`src/hw/rtl/dcm_pkg.sv`:
```
// Types and constants for the difference color mapper.
// No dependencies; imported by dcm_index, dcm_ctab, dcm_color and the top level.
package dcm_pkg;

	localparam int DivSteps = 8;
	localparam logic [7:0] IdxMid = 8'd127;
	localparam logic [7:0] IdxPosMax = 8'd128;

	typedef enum logic [1:0] {
		REG_MODE = 2'd0,
		REG_MAX_SCALE = 2'd1,
		REG_MASK_ENABLE = 2'd2
	} reg_idx_t;

	typedef enum logic [1:0] {
		MODE_MUL_FIRST = 2'd0,
		MODE_MUL_LAST = 2'd1,
		MODE_ABS_FIRST = 2'd2,
		MODE_ABS_LAST = 2'd3
	} mode_t;

	typedef enum logic [1:0] {
		CH_RED = 2'd0,
		CH_GREEN = 2'd1,
		CH_BLUE = 2'd2
	} chan_t;

	typedef struct packed {
		mode_t mode;
		logic [15:0] max_scale;
		logic mask_enable;
	} cfg_t;

	typedef struct packed {
		logic req_type;
		logic [7:0] in_pixel;
		logic [7:0] ref_pixel;
		logic [7:0] mask_pixel;
		logic [7:0] table_index;
		logic [1:0] table_channel;
		logic [7:0] table_value;
	} raw_t;

	typedef struct packed {
		logic tbl;
		logic [7:0] in_px;
		logic [7:0] ref_px;
		logic bypass;
		logic [7:0] mag;
		logic neg;
		logic [7:0] tidx;
		logic [1:0] tch;
		logic [7:0] tval;
	} item_t;

	typedef struct packed {
		logic [7:0] r;
		logic [7:0] g;
		logic [7:0] b;
	} rgb_t;

endpackage

```
`src/hw/rtl/dcm_color.sv`:
```
// Weighting products and final channel selection for one pixel word.
// Depends on dcm_pkg.
module dcm_color (
	input logic clk,
	input logic arst_n,
	input logic en,
	input dcm_pkg::cfg_t cfg,
	input logic vld_i,
	input dcm_pkg::item_t item_i,
	input dcm_pkg::rgb_t col_i,
	output logic push_o,
	output dcm_pkg::rgb_t res_o
);
	import dcm_pkg::*;

	logic vld_s13;
	item_t item_s13;
	rgb_t col_s13;
	logic [15:0] prod_s13 [0:2];
	logic [7:0] tin [0:2];
	logic [7:0] res_c [0:2];
	logic [7:0] base;
	logic absolute;
	logic all_zero;

	assign tin[0] = col_i.r;
	assign tin[1] = col_i.g;
	assign tin[2] = col_i.b;

	always_ff @(posedge clk or negedge arst_n) begin
		if (!arst_n) begin
			vld_s13 <= 1'b0;
		end else if (en) begin
			vld_s13 <= vld_i;
		end
	end

	always_ff @(posedge clk) begin
		if (en) begin
			item_s13 <= item_i;
			col_s13 <= col_i;
		end
	end

	assign absolute = (cfg.mode == MODE_ABS_FIRST) || (cfg.mode == MODE_ABS_LAST);
	assign base = (cfg.mode == MODE_MUL_FIRST) ? item_s13.ref_px : item_s13.in_px;
	assign all_zero = (col_s13 == '0);

	for (genvar c = 0; c < 3; c++) begin : g_ch
		logic [16:0] y;
		logic [16:0] q;
		logic [7:0] tcol;

		always_ff @(posedge clk) begin
			if (en) begin
				prod_s13[c] <= 16'(item_i.mag * tin[c]);
			end
		end

		assign tcol = (c == 0) ? col_s13.r : ((c == 1) ? col_s13.g : col_s13.b);

		// (2*m*t + 255) / 510 equals (m*t + 127) / 255, done by shift and fold
		always_comb begin
			y = {1'b0, prod_s13[c]} + 17'd127;
			q = (y + 17'd1 + (y >> 8)) >> 8;
			if (item_s13.bypass) begin
				res_c[c] = base;
			end else if (absolute) begin
				res_c[c] = all_zero ? base : tcol;
			end else begin
				res_c[c] = base + q[7:0];
			end
		end
	end

	assign push_o = vld_s13 && !item_s13.tbl;
	assign res_o = '{r: res_c[0], g: res_c[1], b: res_c[2]};

endmodule

```
`config.mk`:
```
export PLATFORM = sky130hd
export DESIGN_NAME = dcm_color
export DESIGN_NICKNAME = d
export VERILOG_FILES = /design/src/hw/rtl/dcm_pkg.sv /design/src/hw/rtl/dcm_color.sv
export SDC_FILE = /design/constraint.sdc
export NUM_CORES = 1
export LEC_CHECK = 0
export BUFFER_PORTS_ARGS = -buffer_cell sky130_fd_sc_hd__buf_2
export CORE_MARGIN = 2
export CORE_UTILIZATION = 50
export DETAILED_ROUTE_END_ITERATION = 10
export PLACE_DENSITY = 0.69
export RECOVER_POWER = 50
export SLEW_MARGIN = 40
export SYNTH_ARGS = -nofsm -noshare
export SYNTH_HDL_FRONTEND = slang
export SYNTH_SLANG_ARGS = --single-unit
```
`constraint.sdc`:
```
create_clock -name clk -period 4.9 [get_ports clk]
set_input_delay 0.245 -clock clk [delete_from_list [all_inputs] [get_ports clk]]
set_output_delay 0.245 -clock clk [all_outputs]
set_load 0.02 [all_outputs]
```
Word level (Yosys, flattened, before mapping) --
Memories as Yosys holds them, arrays and structs flattened. Index checks and enable logic that the tools add are counted.
Operators by class: add/sub/neg operators 12, $mul 3, equal/unequal tests 2, muxes and demuxes 12, reduce and logical (&&, ||, !) cells 5
Operators by type and width (count):
- $mux 8 | 10
- $add 16x7->17 const B | 3
- $add 16x1->16 const B | 3
- $add 16x9->16 | 3
- $mul 8x8->16 | 3
- $add 8x8->8 | 3
- $logic_not 24->1 | 1
- $eq 2x2->1 const B | 2
- $logic_not 2->1 | 1
- $mux 1 | 2
- $logic_and 1x1->1 | 1
- $logic_not 1->1 | 1
- $logic_or 1x1->1 | 1
Storage, ports and cells: register bits 43, memory bits (writable) 48, input port bits 92, output and inout bits 25, word-level logic and storage cells 43, memories 1
Memory list:
- prod_s13 | depth 3, width 16, rd ports 3, clocked after Yosys merged registers in 0, write ports 3, RTL line dcm_color.sv:19 | logic [15:0] prod_s13 [0:2];

Longest topological paths before layout --
An unclocked memory read counts as a cell.
depth after elaboration 7, gate-level depth with buffers 23, mapped depth without buffers 23

Least setup slack after synthesis --
Ideal clock, no wire load.
kind register -> output, start point mem prod_s13[1][4], in the netlist prod_s13[0][20], end point out res_o[15] (netlist bit), arrival time 4.741 ns, path slack -0.086 ns, stages on the path, launching flop included 21, buffers on the path 0, cells stage by stage edfxtp_1 -> nor4_4 -> a21oi_1 -> and3_1 -> xnor2_1 -> inv_1 -> ha_1 -> a211oi_1 -> o21ai_0 -> a31o_2 -> or2_4 -> a21oi_1 -> a31oi_1 -> ha_1 -> a21oi_1 -> o21bai_1 -> a21oi_1 -> o21ai_0 -> xnor2_1 -> a31o_2 -> a311oi_1
RTL lines:
- start: declaration | RTL line dcm_color.sv:19
- end: declaration | RTL line dcm_color.sv:12 | output dcm_pkg::rgb_t res_o

==> impl_metrics.env <==
export IMPL_timing_critical_path_max_delay_family="compound AO/OA/AOI/OAI gates"
export IMPL_p_seq_share_pct=16.5
export IMPL_worst_ep_arrival_time_ns=4.78
export IMPL_power_share_switching_pct=46.00
export IMPL_detailed_place_hpwl_mm=23.32
export IMPL_power_switching_uw=3836
export IMPL_setup_worst_path_end_class="output port"
export IMPL_drt_wl_total_mm=30.36
export IMPL_power_density_nw_per_um2=560.6
export IMPL_ff_latch_area_um2=2728
export IMPL_maximum_clock_insertion_buffer_count=2
export IMPL_drtAntennaViolNets=0
export IMPL_cts_root_buf="sky130_fd_sc_hd__clkbuf_16"
export IMPL_required_ns=4.66
export IMPL_multi_input_area_um2=9505
export IMPL_maxClockFrequency_mhz=198.9
export IMPL_rsz_0062_raised_after_global_routing="yes"
export IMPL_grt_total_usage_pct=22.81
export IMPL_grt_antenna_before_repair=0
export IMPL_drive_above_1_share_pct=19.14
export IMPL_coreArea_um2=24460
export IMPL_clock_transition_at_the_register_clock_pins_on_the_worst_setup_and_hold_paths_after_cts_ns=0.07
export IMPL_net_count_after_synthesis=1713
export IMPL_routed_wire_length_per_instance_um=16.32
export IMPL_worst_max_slew_pin_slew_ns=3.987
export IMPL_grt_start_max_net_pins=73
export IMPL_final_antenna_diode_count=0
export IMPL_power_ir_vdd_worst_mv=0.3171
export IMPL_critPathKind="flip-flop to output port"
export IMPL_power_frac_comb_pct=75.4
export IMPL_slowest_delay_ns=0.42
export IMPL_fp_dieW_um=162.1
export IMPL_final_max_slew_viol_count=73
export IMPL_least_setup_slack_across_all_paths_after_layout_ns=-0.1289
export IMPL_fillerInstances=2108
export IMPL_area_growth_pct=19.06
export IMPL_path_max_fanout=7
export IMPL_most_frequent_cell_on_the_critical_path="sky130_fd_sc_hd__a21oi_2"
export IMPL_drc=0
export IMPL_finalSetupViolations=3
export IMPL_first_global_vias=9795
export IMPL_layout_cells_most_common_list="sky130_fd_sc_hd__inv_1 (183), sky130_fd_sc_hd__nand2_1 (149), sky130_fd_sc_hd__ha_1 (141)"
export IMPL_violations="max-capacitance violations, max-slew violations, negative setup slack"
export IMPL_ys_seq_elements=91
export IMPL_pre_cts_setup_slack_ns=0.05030
export IMPL_ys_flop_type="sky130_fd_sc_hd__edfxtp_1"
export IMPL_yosysSeqAreaShare_pct=21.83
export IMPL_proportion_of_power_drawn_by_the_clock_network_pct=8.1
export IMPL_critical_path_n_buffers_inverters=4
export IMPL_die_area_um2=26270
export IMPL_leakage_uw=0.006915
export IMPL_routed_via_count=10210
export IMPL_place_port_buffers=80
export IMPL_ctsHtreeMaxLevel=3
export IMPL_drv_cap=1
export IMPL_postSynthCellCount=1360
export IMPL_detail_route_iter0_violations=607
export IMPL_critPathLaunchType="flip-flop"
export IMPL_synth_edff_count=90
export IMPL_finalHoldViolCount=0
export IMPL_final_min_clock_period_ns=5.029
export IMPL_period_share_pct=102.6
export IMPL_cts_tree="built"
export IMPL_detailedRoute_firstPassIterationCount=6
export IMPL_finalSetupTns_ns=-0.1579
export IMPL_initial_utilization_pct=51.08
export IMPL_grt_overflow_total=0
export IMPL_max_slew_margin_rel_pct=-165.8
export IMPL_finalInstanceArea_um2=14880
export IMPL_result_of_the_run="finished, violations left"
export IMPL_fin_worst_skew_ns=0
export IMPL_gp_congestion=0.8967
export IMPL_rows=57
export IMPL_die_height_um=162.1
export IMPL_clk_lat_worst_skew_ns=0.35
export IMPL_worstPathCellList="nor4_4 > buf_6 > a21oi_4 > nand2_2 > xnor2_2 > ha_4 > buf_6 > o21ai_2 > nand2b_1 > a31o_2 > or2_4 > a21oi_2 > a31oi_1 > ha_1 > a21oi_2 > o21bai_1 > a21oi_2 > o21ai_2 > xnor2_2 > buf_4 > nor4_2 > a311oi_2 > buf_4"
export IMPL_reg2reg_slack_ns=4.17
export IMPL_slowest_stage="sky130_fd_sc_hd__edfxtp_1"
export IMPL_synth_cell_types=70
export IMPL_top_level_pins=117
export IMPL_vias_per_cell=5.491
export IMPL_intPower_uw=4504
export IMPL_hp_class="input pin to flip-flop"
export IMPL_synth_area_um2=12490
export IMPL_avgSynthCellArea_um2=9.187
export IMPL_first_pass_grt_wire_length_mm=48.18
export IMPL_mostFrequentLayoutCell="sky130_fd_sc_hd__inv_1"
export IMPL_number_of_buffers_added_by_the_clock_tree_synthesis_step=9
export IMPL_design_final_nets=1884
export IMPL_placement_cell_area_um2=13580
export IMPL_clock_sink_count=91
export IMPL_yosysWarnings=0
export IMPL_asyncSetResetFlopFracSynth_pct=1.099
## final timing paths
check	to	cells after the start	start
setup / recovery	res_o[15]	23	prod_s13[0][20]
max in group asynchronous	vld_s13	2	arst_n
hold reg to reg	vld_s13	1	vld_s13
min in group asynchronous	vld_s13	2	arst_n
hold / removal	item_s13[40]	1	item_i[40]
setup reg to reg	vld_s13	1	vld_s13
## area by class of cell
| cell class | instances | share of cell area, % |
|---|---|---|
| Tap cell | 324 | 2.725 |
| Multi-Input combinational cell | 1050 | 63.90 |
| Timing Repair Buffer | 191 | 8.378 |
| Sequential cell | 91 | 18.34 |
| Clock inverter | 7 | 0.4037 |
| Clock buffer | 9 | 1.514 |
| Inverter | 188 | 4.744 |
## stage by stage
stage / util [%] / hold slack (ns) / instances / power [uW]
floorplan: - / -0.05059 / 1360 / 5094
global placement: 55.44 / 0.01996 / 1783 / 6334
detailed placement: 55.52 / 0.02386 / 1784 / 6477
CTS: 58.65 / 0.05358 / 1831 / 7627
global route: 60.81 / 0.06008 / 1860 / 9069
finish: 60.81 / 0.06325 / 1860 / 8339
## layer usage
| metal | part of all wire (%) | wire length, um | global-route usage, % |
|---|---|---|---|
| met1 | 46 | 14030 | 32.93 |
| met5 | 0 | 0 | 0 |
| met3 | 5.2 | 1572 | 2.247 |
| met2 | 47 | 14220 | 37.04 |
| met4 | 1.7 | 530 | 5.792 |
## power groups by stage
| stage | combinational, uW | sequential [uW] | clock [uW] |
|---|---|---|---|
| 6_report | 6290 | 1380 | 675 |
| 5_1_grt | 6970 | 1390 | 708 |
| 4_1_cts | 5580 | 1360 | 687 |
| 3_5_place_dp | 5090 | 1380 | 0 |
| 3_3_place_gp | 4960 | 1380 | 0 |
| 2_1_floorplan | 3790 | 1300 | 0 |
## registers in the layout (all words and copies together) (netlist names)
signal / cells
item_s13: 18
g_ch.tcol: 24
vld_s13: 1
prod_s13: 48
## synthesized netlist by cell type, types with 3 or more instances
cell / instances / area share (%)
sky130_fd_sc_hd__a31oi_1: 5 / 0.25
sky130_fd_sc_hd__edfxtp_1: 90 / 22
sky130_fd_sc_hd__nand2b_1: 7 / 0.35
sky130_fd_sc_hd__nor3b_1: 4 / 0.24
sky130_fd_sc_hd__nor4_1: 9 / 0.45
sky130_fd_sc_hd__fa_1: 111 / 18
sky130_fd_sc_hd__buf_2: 3 / 0.12
sky130_fd_sc_hd__a311oi_1: 5 / 0.35
sky130_fd_sc_hd__o21a_1: 6 / 0.36
sky130_fd_sc_hd__o31ai_1: 8 / 0.48
sky130_fd_sc_hd__mux2i_1: 8 / 0.64
sky130_fd_sc_hd__o21ai_0: 51 / 2.0
sky130_fd_sc_hd__xor2_1: 31 / 2.2
sky130_fd_sc_hd__nor4b_1: 3 / 0.21
sky130_fd_sc_hd__nand4_1: 7 / 0.35
sky130_fd_sc_hd__a211oi_1: 9 / 0.54
sky130_fd_sc_hd__clkbuf_1: 27 / 0.81
sky130_fd_sc_hd__o21bai_1: 4 / 0.24
sky130_fd_sc_hd__nand3b_1: 4 / 0.24
sky130_fd_sc_hd__nor2_1: 68 / 2.0
sky130_fd_sc_hd__nor4_4: 3 / 0.51
sky130_fd_sc_hd__nor3_1: 15 / 0.60
sky130_fd_sc_hd__or3_1: 3 / 0.15
sky130_fd_sc_hd__ha_1: 150 / 15
sky130_fd_sc_hd__a221o_1: 6 / 0.48
sky130_fd_sc_hd__and3_1: 13 / 0.65
sky130_fd_sc_hd__nand3_1: 19 / 0.76
sky130_fd_sc_hd__inv_1: 188 / 5.6
sky130_fd_sc_hd__xnor2_1: 80 / 5.6
sky130_fd_sc_hd__a21oi_1: 60 / 2.4
sky130_fd_sc_hd__nor2b_1: 31 / 1.6
sky130_fd_sc_hd__o2111ai_1: 6 / 0.42
sky130_fd_sc_hd__nand2_1: 153 / 4.6
sky130_fd_sc_hd__a21boi_0: 8 / 0.48
sky130_fd_sc_hd__a21o_1: 17 / 1.0
sky130_fd_sc_hd__and2_1: 105 / 5.3
## logic make-up after synthesis
group	synth area share (%)
AO/OA/AOI/OAI	11.37
XOR/XNOR	7.911
adder cells (fa/ha/maj)	32.81
buffers and inverters	6.619
flip-flops	21.83
multiplexers	0.7310
AND/OR/NAND/NOR	18.74
## timing repair
item | CTS | global route
resized for setup | 58 | 79
hold buffers | 1 | 0
setup buffers | 30 | 29
pin swaps | 45 | 49
endpoints found under the hold margin | 1 | 0
gates cloned | 0 | 0
setup endpoints to repair | 7 | 10
(Power assumes the default switching activity.)
