[src/hw/rtl/dcm_pkg.sv]
// Types and constants for the difference color mapper.
// No dependencies; imported by dcm_index, dcm_ctab, dcm_color and the top level.
package dcm_pkg;

	localparam int DivSteps = 8;
	localparam logic [7:0] IdxMid = 8'd127;
	localparam logic [7:0] IdxPosMax = 8'd128;

	typedef enum logic [1:0] {
		REG_MODE = 2'd0,
		REG_MAX_SCALE = 2'd1,
		REG_MASK_ENABLE = 2'd2
	} reg_idx_t;

	typedef enum logic [1:0] {
		MODE_MUL_FIRST = 2'd0,
		MODE_MUL_LAST = 2'd1,
		MODE_ABS_FIRST = 2'd2,
		MODE_ABS_LAST = 2'd3
	} mode_t;

	typedef enum logic [1:0] {
		CH_RED = 2'd0,
		CH_GREEN = 2'd1,
		CH_BLUE = 2'd2
	} chan_t;

	typedef struct packed {
		mode_t mode;
		logic [15:0] max_scale;
		logic mask_enable;
	} cfg_t;

	typedef struct packed {
		logic req_type;
		logic [7:0] in_pixel;
		logic [7:0] ref_pixel;
		logic [7:0] mask_pixel;
		logic [7:0] table_index;
		logic [1:0] table_channel;
		logic [7:0] table_value;
	} raw_t;

	typedef struct packed {
		logic tbl;
		logic [7:0] in_px;
		logic [7:0] ref_px;
		logic bypass;
		logic [7:0] mag;
		logic neg;
		logic [7:0] tidx;
		logic [1:0] tch;
		logic [7:0] tval;
	} item_t;

	typedef struct packed {
		logic [7:0] r;
		logic [7:0] g;
		logic [7:0] b;
	} rgb_t;

endpackage

[src/hw/rtl/dcm_index.sv]
// Difference, numerator and pipelined restoring division to the table index.
// Depends on dcm_pkg.
module dcm_index (
	input logic clk,
	input logic arst_n,
	input logic en,
	input dcm_pkg::cfg_t cfg,
	input logic vld_i,
	input dcm_pkg::raw_t raw_i,
	output logic vld_o,
	output dcm_pkg::item_t item_o,
	output logic [7:0] idx_o
);
	import dcm_pkg::*;

	logic [15:0] scale;
	logic [16:0] den;
	logic last_mode;
	logic [8:0] diff;
	logic [16:0] shifted;
	logic [16:0] num;
	item_t item_in;

	logic vld_s1;
	item_t item_s1;
	logic [16:0] num_s1;

	logic vld_sd [0:DivSteps];
	item_t item_sd [0:DivSteps];
	logic [16:0] rem_sd [0:DivSteps];
	logic [7:0] quo_sd [0:DivSteps];
	logic sat_sd [0:DivSteps];

	logic [7:0] idx_c;
	logic vld_s11;
	item_t item_s11;
	logic [7:0] idx_s11;

	assign scale = (cfg.max_scale == 16'd0) ? 16'd1 : cfg.max_scale;
	assign den = {scale, 1'b0};
	assign last_mode = (cfg.mode == MODE_MUL_LAST) || (cfg.mode == MODE_ABS_LAST);

	always_comb begin
		diff = last_mode ? ({1'b0, raw_i.ref_pixel} - {1'b0, raw_i.in_pixel})
			: ({1'b0, raw_i.in_pixel} - {1'b0, raw_i.ref_pixel});
		item_in.tbl = raw_i.req_type;
		item_in.in_px = raw_i.in_pixel;
		item_in.ref_px = raw_i.ref_pixel;
		item_in.bypass = cfg.mask_enable && (raw_i.mask_pixel == 8'd0);
		item_in.neg = diff[8];
		item_in.mag = diff[8] ? 8'(-diff) : diff[7:0];
		item_in.tidx = raw_i.table_index;
		item_in.tch = raw_i.table_channel;
		item_in.tval = raw_i.table_value;
		shifted = {1'b0, item_in.mag, 8'h00};
		// negative side: numerator below zero truncates to a zero quotient
		if (item_in.neg) begin
			num = (shifted >= {1'b0, scale}) ? shifted - {1'b0, scale} : 17'd0;
		end else begin
			num = shifted + {1'b0, scale};
		end
	end

	always_ff @(posedge clk or negedge arst_n) begin
		if (!arst_n) begin
			vld_s1 <= 1'b0;
		end else if (en) begin
			vld_s1 <= vld_i;
		end
	end

	always_ff @(posedge clk) begin
		if (en) begin
			item_s1 <= item_in;
			num_s1 <= num;
		end
	end

	// saturation check: quotient of 256 or more clamps anyway
	always_ff @(posedge clk or negedge arst_n) begin
		if (!arst_n) begin
			vld_sd[0] <= 1'b0;
		end else if (en) begin
			vld_sd[0] <= vld_s1;
		end
	end

	always_ff @(posedge clk) begin
		if (en) begin
			item_sd[0] <= item_s1;
			rem_sd[0] <= num_s1;
			quo_sd[0] <= 8'd0;
			sat_sd[0] <= {8'd0, num_s1} >= {den, 8'd0};
		end
	end

	for (genvar j = 0; j < DivSteps; j++) begin : g_div
		localparam int K = DivSteps - 1 - j;
		logic [24:0] dsh;
		logic ge;
		logic [24:0] diff_w;

		always_comb begin
			dsh = {8'd0, den} << K;
			ge = !sat_sd[j] && ({8'd0, rem_sd[j]} >= dsh);
			diff_w = {8'd0, rem_sd[j]} - dsh;
		end

		always_ff @(posedge clk or negedge arst_n) begin
			if (!arst_n) begin
				vld_sd[j+1] <= 1'b0;
			end else if (en) begin
				vld_sd[j+1] <= vld_sd[j];
			end
		end

		always_ff @(posedge clk) begin
			if (en) begin
				item_sd[j+1] <= item_sd[j];
				sat_sd[j+1] <= sat_sd[j];
				rem_sd[j+1] <= ge ? diff_w[16:0] : rem_sd[j];
				quo_sd[j+1] <= sat_sd[j] ? 8'hFF : (quo_sd[j] | (8'(ge) << K));
			end
		end
	end

	always_comb begin
		if (item_sd[DivSteps].neg) begin
			idx_c = (quo_sd[DivSteps] >= IdxMid) ? 8'd0 : IdxMid - quo_sd[DivSteps];
		end else begin
			idx_c = (quo_sd[DivSteps] >= IdxPosMax) ? 8'hFF : quo_sd[DivSteps] + IdxMid;
		end
	end

	always_ff @(posedge clk or negedge arst_n) begin
		if (!arst_n) begin
			vld_s11 <= 1'b0;
		end else if (en) begin
			vld_s11 <= vld_sd[DivSteps];
		end
	end

	always_ff @(posedge clk) begin
		if (en) begin
			item_s11 <= item_sd[DivSteps];
			idx_s11 <= idx_c;
		end
	end

	assign vld_o = vld_s11;
	assign item_o = item_s11;
	assign idx_o = idx_s11;

endmodule

[config.mk]
export PLATFORM = sky130hd
export DESIGN_NAME = dcm_index
export DESIGN_NICKNAME = d
export VERILOG_FILES = /design/src/hw/rtl/dcm_pkg.sv /design/src/hw/rtl/dcm_index.sv
export SDC_FILE = /design/constraint.sdc
export NUM_CORES = 1
export LEC_CHECK = 0
export BUFFER_PORTS_ARGS = -buffer_cell sky130_fd_sc_hd__clkbuf_2
export CORE_MARGIN = 5
export CORE_UTILIZATION = 59
export DETAILED_ROUTE_END_ITERATION = 10
export HOLD_SLACK_MARGIN = 0.1
export PLACE_DENSITY = 0.74
export SLEW_MARGIN = 20
export SYNTH_ARGS = -nofsm -noshare
export SYNTH_HDL_FRONTEND = slang
export SYNTH_SLANG_ARGS = --single-unit
[constraint.sdc]
create_clock -name clk -period 3.33 [get_ports clk]
set_input_delay 0.1665 -clock clk [delete_from_list [all_inputs] [get_ports clk]]
set_output_delay 0.1665 -clock clk [all_outputs]
set_load 0.03 [all_outputs]
# Word-level counts from Yosys, hierarchy flattened
# Memory sizes are Yosys's and may differ from the RTL's.
# Cells that the tools add are included.
[word_totals] reg_bits=126 latchBits=0 ram_bits=639 romBits=0 inputBits=66 out_inout_bits=54 memories=4
[classes] addsub=15 mul=0 div=0 n_lt_le_gt_ge=12 eq_ne=2 shift=0 n_mux=26 n_bitwise=8 reduce_logical=20
[mem_list] memory="item_sd" words=9 width=45 rd=9 rd_clocked_by_memory_dff=0 wr=9 line="dcm_index.sv:29" text="item_t item_sd [0:DivSteps];"
[mem_list] memory="rem_sd" words=9 width=17 rd=8 rd_clocked_by_memory_dff=0 wr=9 line="dcm_index.sv:30" text="logic [16:0] rem_sd [0:DivSteps];"
[mem_list] memory="quo_sd" words=9 width=8 rd=9 rd_clocked_by_memory_dff=0 wr=9 line="dcm_index.sv:31" text="logic [7:0] quo_sd [0:DivSteps];"
[mem_list] memory="sat_sd" words=9 width=1 rd=8 rd_clocked_by_memory_dff=0 wr=9 line="dcm_index.sv:32" text="logic sat_sd [0:DivSteps];"
[ops] operator="17-bit two-way mux" n=10
[ops] operator="17-bit subtractor" n=8
[ops] operator="8-bit two-way mux" n=12
[ops] operator="17-bit by 25-bit >= comparator with 1-bit output" n=1
[ops] operator="17-bit by 24-bit >= comparator with 1-bit output" n=1
[ops] operator="17-bit by 23-bit >= comparator with 1-bit output" n=1
[ops] operator="17-bit by 22-bit >= comparator with 1-bit output" n=1
[ops] operator="17-bit by 21-bit >= comparator with 1-bit output" n=1
[ops] operator="17-bit by 20-bit >= comparator with 1-bit output" n=1
[ops] operator="17-bit by 19-bit >= comparator with 1-bit output" n=1
[ops] operator="17-bit by 18-bit >= comparator with 1-bit output" n=1
[ops] operator="8-bit by 8-bit subtractor with 9-bit output" n=2
[ops] operator="16-bit by 16-bit adder with 17-bit output" n=1
[ops] operator="17-bit >= comparator" n=1
[ops] operator="16-bit by 16-bit subtractor with 17-bit output" n=1
[ops] operator="16-bit >= comparator" n=1
[ops] operator="16-bit zero test" n=1
[ops] operator="16-bit two-way mux" n=1
[ops] operator="1-bit logical AND" n=9
[ops] operator="9-bit two-way mux" n=1
[ops] operator="8-bit by 7-bit adder with 8-bit output (second input constant)" n=1
[ops] operator="8-bit by 7-bit >= comparator with 1-bit output (second input constant)" n=1
[ops] operator="8-bit >= comparator (second input constant)" n=1
[ops] operator="1-bit zero test" n=8
[ops] operator="other kinds (15)" n=16

# Longest topological paths before layout
[depth] ltp_word=8 depth_mapped=22 mapped_depth_nobuf=21

# Worst setup path after synthesis
# No wires, ideal clock.
[synth_timing] kind="input to register" start="in raw_i[34] (netlist name)" end="reg num_s1[12] (data pin)" t_arrival_ns=3.920 required_ns=3.069 path_slack_ns=-0.851 stages=20 n_path_buf=1 path_cell_list="inv_1 -> ha_1 -> inv_1 -> fa_1 -> a211o_1 -> o211ai_1 -> nand2_1 -> a31oi_2 -> o211ai_4 -> clkbuf_1 -> nor2_1 -> xnor2_1 -> ha_1 -> a211oi_1 -> nand2_1 -> or3_1 -> o32ai_2 -> nor2_1 -> a221oi_1 -> nor2_1"
[synth_rtl] item="start, declared" line="dcm_index.sv:9" text="input dcm_pkg::raw_t raw_i,"
[synth_rtl] item="end signal, assigned" line="dcm_index.sv:75" text="num_s1 <= num;"
[synth_rtl] item="end, declared" line="dcm_index.sv:26" text="logic [16:0] num_s1;"

==> results.cfg <==
[worst_setup_path]
required_ns = 3.69
rr_startpoint = rem_sd[0][40]$_DFFE_PP_
cp-end-kind = register
arrival_ns = 3.99
crit_start = raw_i[34]
path_class = in2reg
critPathMaxFanout = 8
startpoint_type = input pin

[finish]
multi_input_area_um2 = 7600
area_growth_pct = 21.0
drive_gt1_frac = 0.260
nets = 2388
register_area_um2 = 21500
nFillCells = 3036

[sta]
holdWs_ns = 0.154
worst_slack_ns = -0.301
post-route-min-period_ns = 3.63
max_clock_freq_mhz = 275
rsz0062_at_grt = true
worst_clock_skew_ns = 0.0269
hold_viol = 0
worst_slew_pin_slew_ns = 0.781
fin_crit_sh = 1.09
fin_tns_setup_ns = -3.66
slew_viol_final = 0
relSlewSlack = 0.475
final-setup-viol-count = 17

[power_and_ir_drop]
peakVddDrop_mv = 0.491
seq_power_share = 0.490
p_clk_frac = 0.359
p_int_uw = 17200
switchingPower_uw = 5460
swShare = 0.241
pwr_density_cell_nw_per_um2 = 641
fin_total_pwr_uw = 22600
leakage_uw = 0.0134
p_comb_frac = 0.151

[logic_synthesis]
yosys_warnings = 0
synth.area.top_cells = edfxtp_1 (73%), ha_1 (6.1%), mux2_2 (2.2%)
syn_avg_cell_area_um2 = 16.5
ys_ff_latch = 718
synth-seq-area-share = 0.737
syn-instance-count = 1771
synth_fp_nets = 1990
synth_cell_type_count = 75
ys_async_sr_fraction = 0.0153
synth_edf_count = 707
synth_area_leader_cell = edfxtp_1
synth_area_um2 = 29200
ys.flop_type = edfxtp_1
synth.top_cell.area_share = 0.727

[drt]
wire_per_inst_um = 18.8
num_vias = 16064
drt_iter0_drc = 1288
drc_errors = 0
ant_nets = 0
drt_pass1_iterations = 6
post_drt_via_cell_ratio = 5.55
routed_wirelength_um = 54500

[clock_network]
cts_max_path_buffers = 3
numCtsBuffers = 72
cts.sinks = 718
htreeDepth = 3
path_clk_slew_ns = 0.06
cts_tree = built
root_buffer = clkbuf_16
clk_latency_ns = 0.62

[run]
cap_violations = 0

[floorplan]
die_y_um = 232
die_x_um = 232
rows = 81
coreArea_um2 = 49000
io_pins = 120
start_util = 0.596
dieArea_um2 = 54000

[run_status]
violations = setup timing
status = finished with violations

[global_routing]
grt_overflow = 0
grt_max_degree = 121
grt_usage = 0.205
grt_pass1_vias = 16438
grt_pass1_wl_um = 87000
antenna_found_initial = 3

[worst_hold_path]
hp-class = in2reg
min_from = raw_i[34]

[place]
dp_hpwl_um = 36200
numPortBuffers = 118
gp_congestion = 0.909
post-place-ws_ns = -0.915
[through the flow]
stage / instance area, um2 / util / cells
floorplan: 29400 / - / 1771
global placement: 32100 / 0.655 / 2698
detailed placement: 32100 / 0.655 / 2698
CTS: 35100 / 0.717 / 2887
global route: 35300 / 0.721 / 2892
finish: 35300 / 0.722 / 2893
[final timing paths]
kind,slack [ns],endpoint,cells past startpoint
max,-0.30,num_s1[8]$_DFFE_PP_,20
min,0.15,item_s1[19]$_DFFE_PP_,4
max reg2reg,0.32,rem_sd[0][65]$_DFFE_PP_,12
min reg2reg,0.40,item_sd[0][106]$_DFFE_PP_,0
max in group asynchronous,2.42,vld_sd[2]$_DFFE_PN0P_,3
min in group asynchronous,0.58,vld_sd[3]$_DFFE_PN0P_,3
[registers in the layout (all words and copies together), names as in the netlist]
signal and count:
item_s1 45, vld_s1 1, item_sd 405, item_o 45, vld_sd 9, vld_o 1
num_s1 17, sat_sd 8, rem_sd 136, idx_o 8, quo_sd 43
[power groups by stage]
stage | Clock (uW) | Combinational, uW | Sequential [uW]
after global routing | 8750 | 3720 | 11200
final | 8120 | 3410 | 11100
after CTS | 8340 | 3220 | 11100
after floorplan | 0 | 1800 | 11200
after detailed placement | 0 | 3040 | 11300
after global placement | 0 | 2930 | 11200
[cell usage in the layout, fill, tap and decap left out, drive strengths merged, types with 17 or more instances in the layout]
cell,netlist,routed
mux2,59,59
a21o,33,33
nor2b,24,24
ha,143,143
xnor2,43,43
xor2,28,28
nor2,60,60
o21a,18,18
or2,44,44
o21ai,84,84
nor3,30,30
dlygate4sd3,0,45
clkbuf,14,202
nand3,17,17
nand2,79,79
a21oi,85,85
nand2b,22,22
buf,12,188
edfxtp,707,707
clkinv,0,35
inv,75,77
[area by class of cell]
class / instances / share of cell area
clock inverters: 48 / 0.0139
clock buffers: 85 / 0.0542
diodes: 1 / 0.0000709
flip-flops and latches: 718 / 0.609
repair buffers: 350 / 0.0757
inverters: 75 / 0.00868
well taps: 664 / 0.0235
multi-input cells: 952 / 0.215
[synthesized netlist by cell type (5+ instances only)]
| library cell | instances |
|---|---|
| a211o_1 | 6 |
| a211oi_1 | 9 |
| a21o_1 | 33 |
| a21oi_1 | 85 |
| a31oi_1 | 11 |
| buf_2 | 5 |
| clkbuf_1 | 14 |
| dfrtp_1 | 11 |
| edfxtp_1 | 707 |
| fa_1 | 10 |
| ha_1 | 143 |
| inv_1 | 74 |
| mux2_2 | 58 |
| mux2i_1 | 14 |
| nand2_1 | 79 |
| nand2b_1 | 22 |
| nand3_1 | 17 |
| nand3b_1 | 6 |
| nand4_1 | 15 |
| nand4b_1 | 6 |
| nor2_1 | 59 |
| nor2b_1 | 23 |
| nor3_1 | 28 |
| nor4_1 | 9 |
| nor4b_1 | 7 |
| o21a_1 | 18 |
| o21ai_0 | 80 |
| o21bai_1 | 9 |
| o22ai_1 | 7 |
| o31ai_1 | 13 |
| or2_2 | 43 |
| or3_1 | 6 |
| xnor2_1 | 43 |
| xor2_1 | 28 |
[timing repair]
action | in CTS | in global routing
endpoints found under the hold margin | 107 | 0
buffers inserted | 12 | 5
resized for setup | 17 | 34
setup endpoints to repair | 16 | 17
hold buffers | 45 | 0
pin swaps | 19 | 26
[critical path, cell delays in order]
cell and delay [ns]:
clkbuf_16 0.14, inv_12 0.05, ha_4 0.11, inv_2 0.04, fa_2 0.34, a211o_1 0.33, o211ai_1 0.11, nand2_1 0.12
a31oi_4 0.23, o211ai_4 0.17, buf_4 0.18, buf_4 0.13, a31oi_2 0.21, xnor2_2 0.12, ha_1 0.24, or3_4 0.41
o32a_4 0.44, buf_6 0.17, a31oi_4 0.15, o22ai_2 0.11
[routing by layer]
metal  up-vias  GRT usage  part of all wire
met4         2     0.0737             0.029
met1      7865      0.269              0.41
met2       452      0.351              0.50
met5         -          0           0.00013
met3       119     0.0358             0.057
li1       7626          -                 -
[logic make-up after synthesis]
kind of cell,Yosys count,share of synthesized area
XOR/XNOR,71,0.0213
adder cells (fa/ha/maj),153,0.0681
multiplexers,73,0.0276
AND/OR/NAND/NOR,339,0.0620
AO/OA/AOI/OAI,316,0.0698
buffers and inverters,101,0.0146
flip-flops,718,0.737
(Power assumes the default switching activity.)
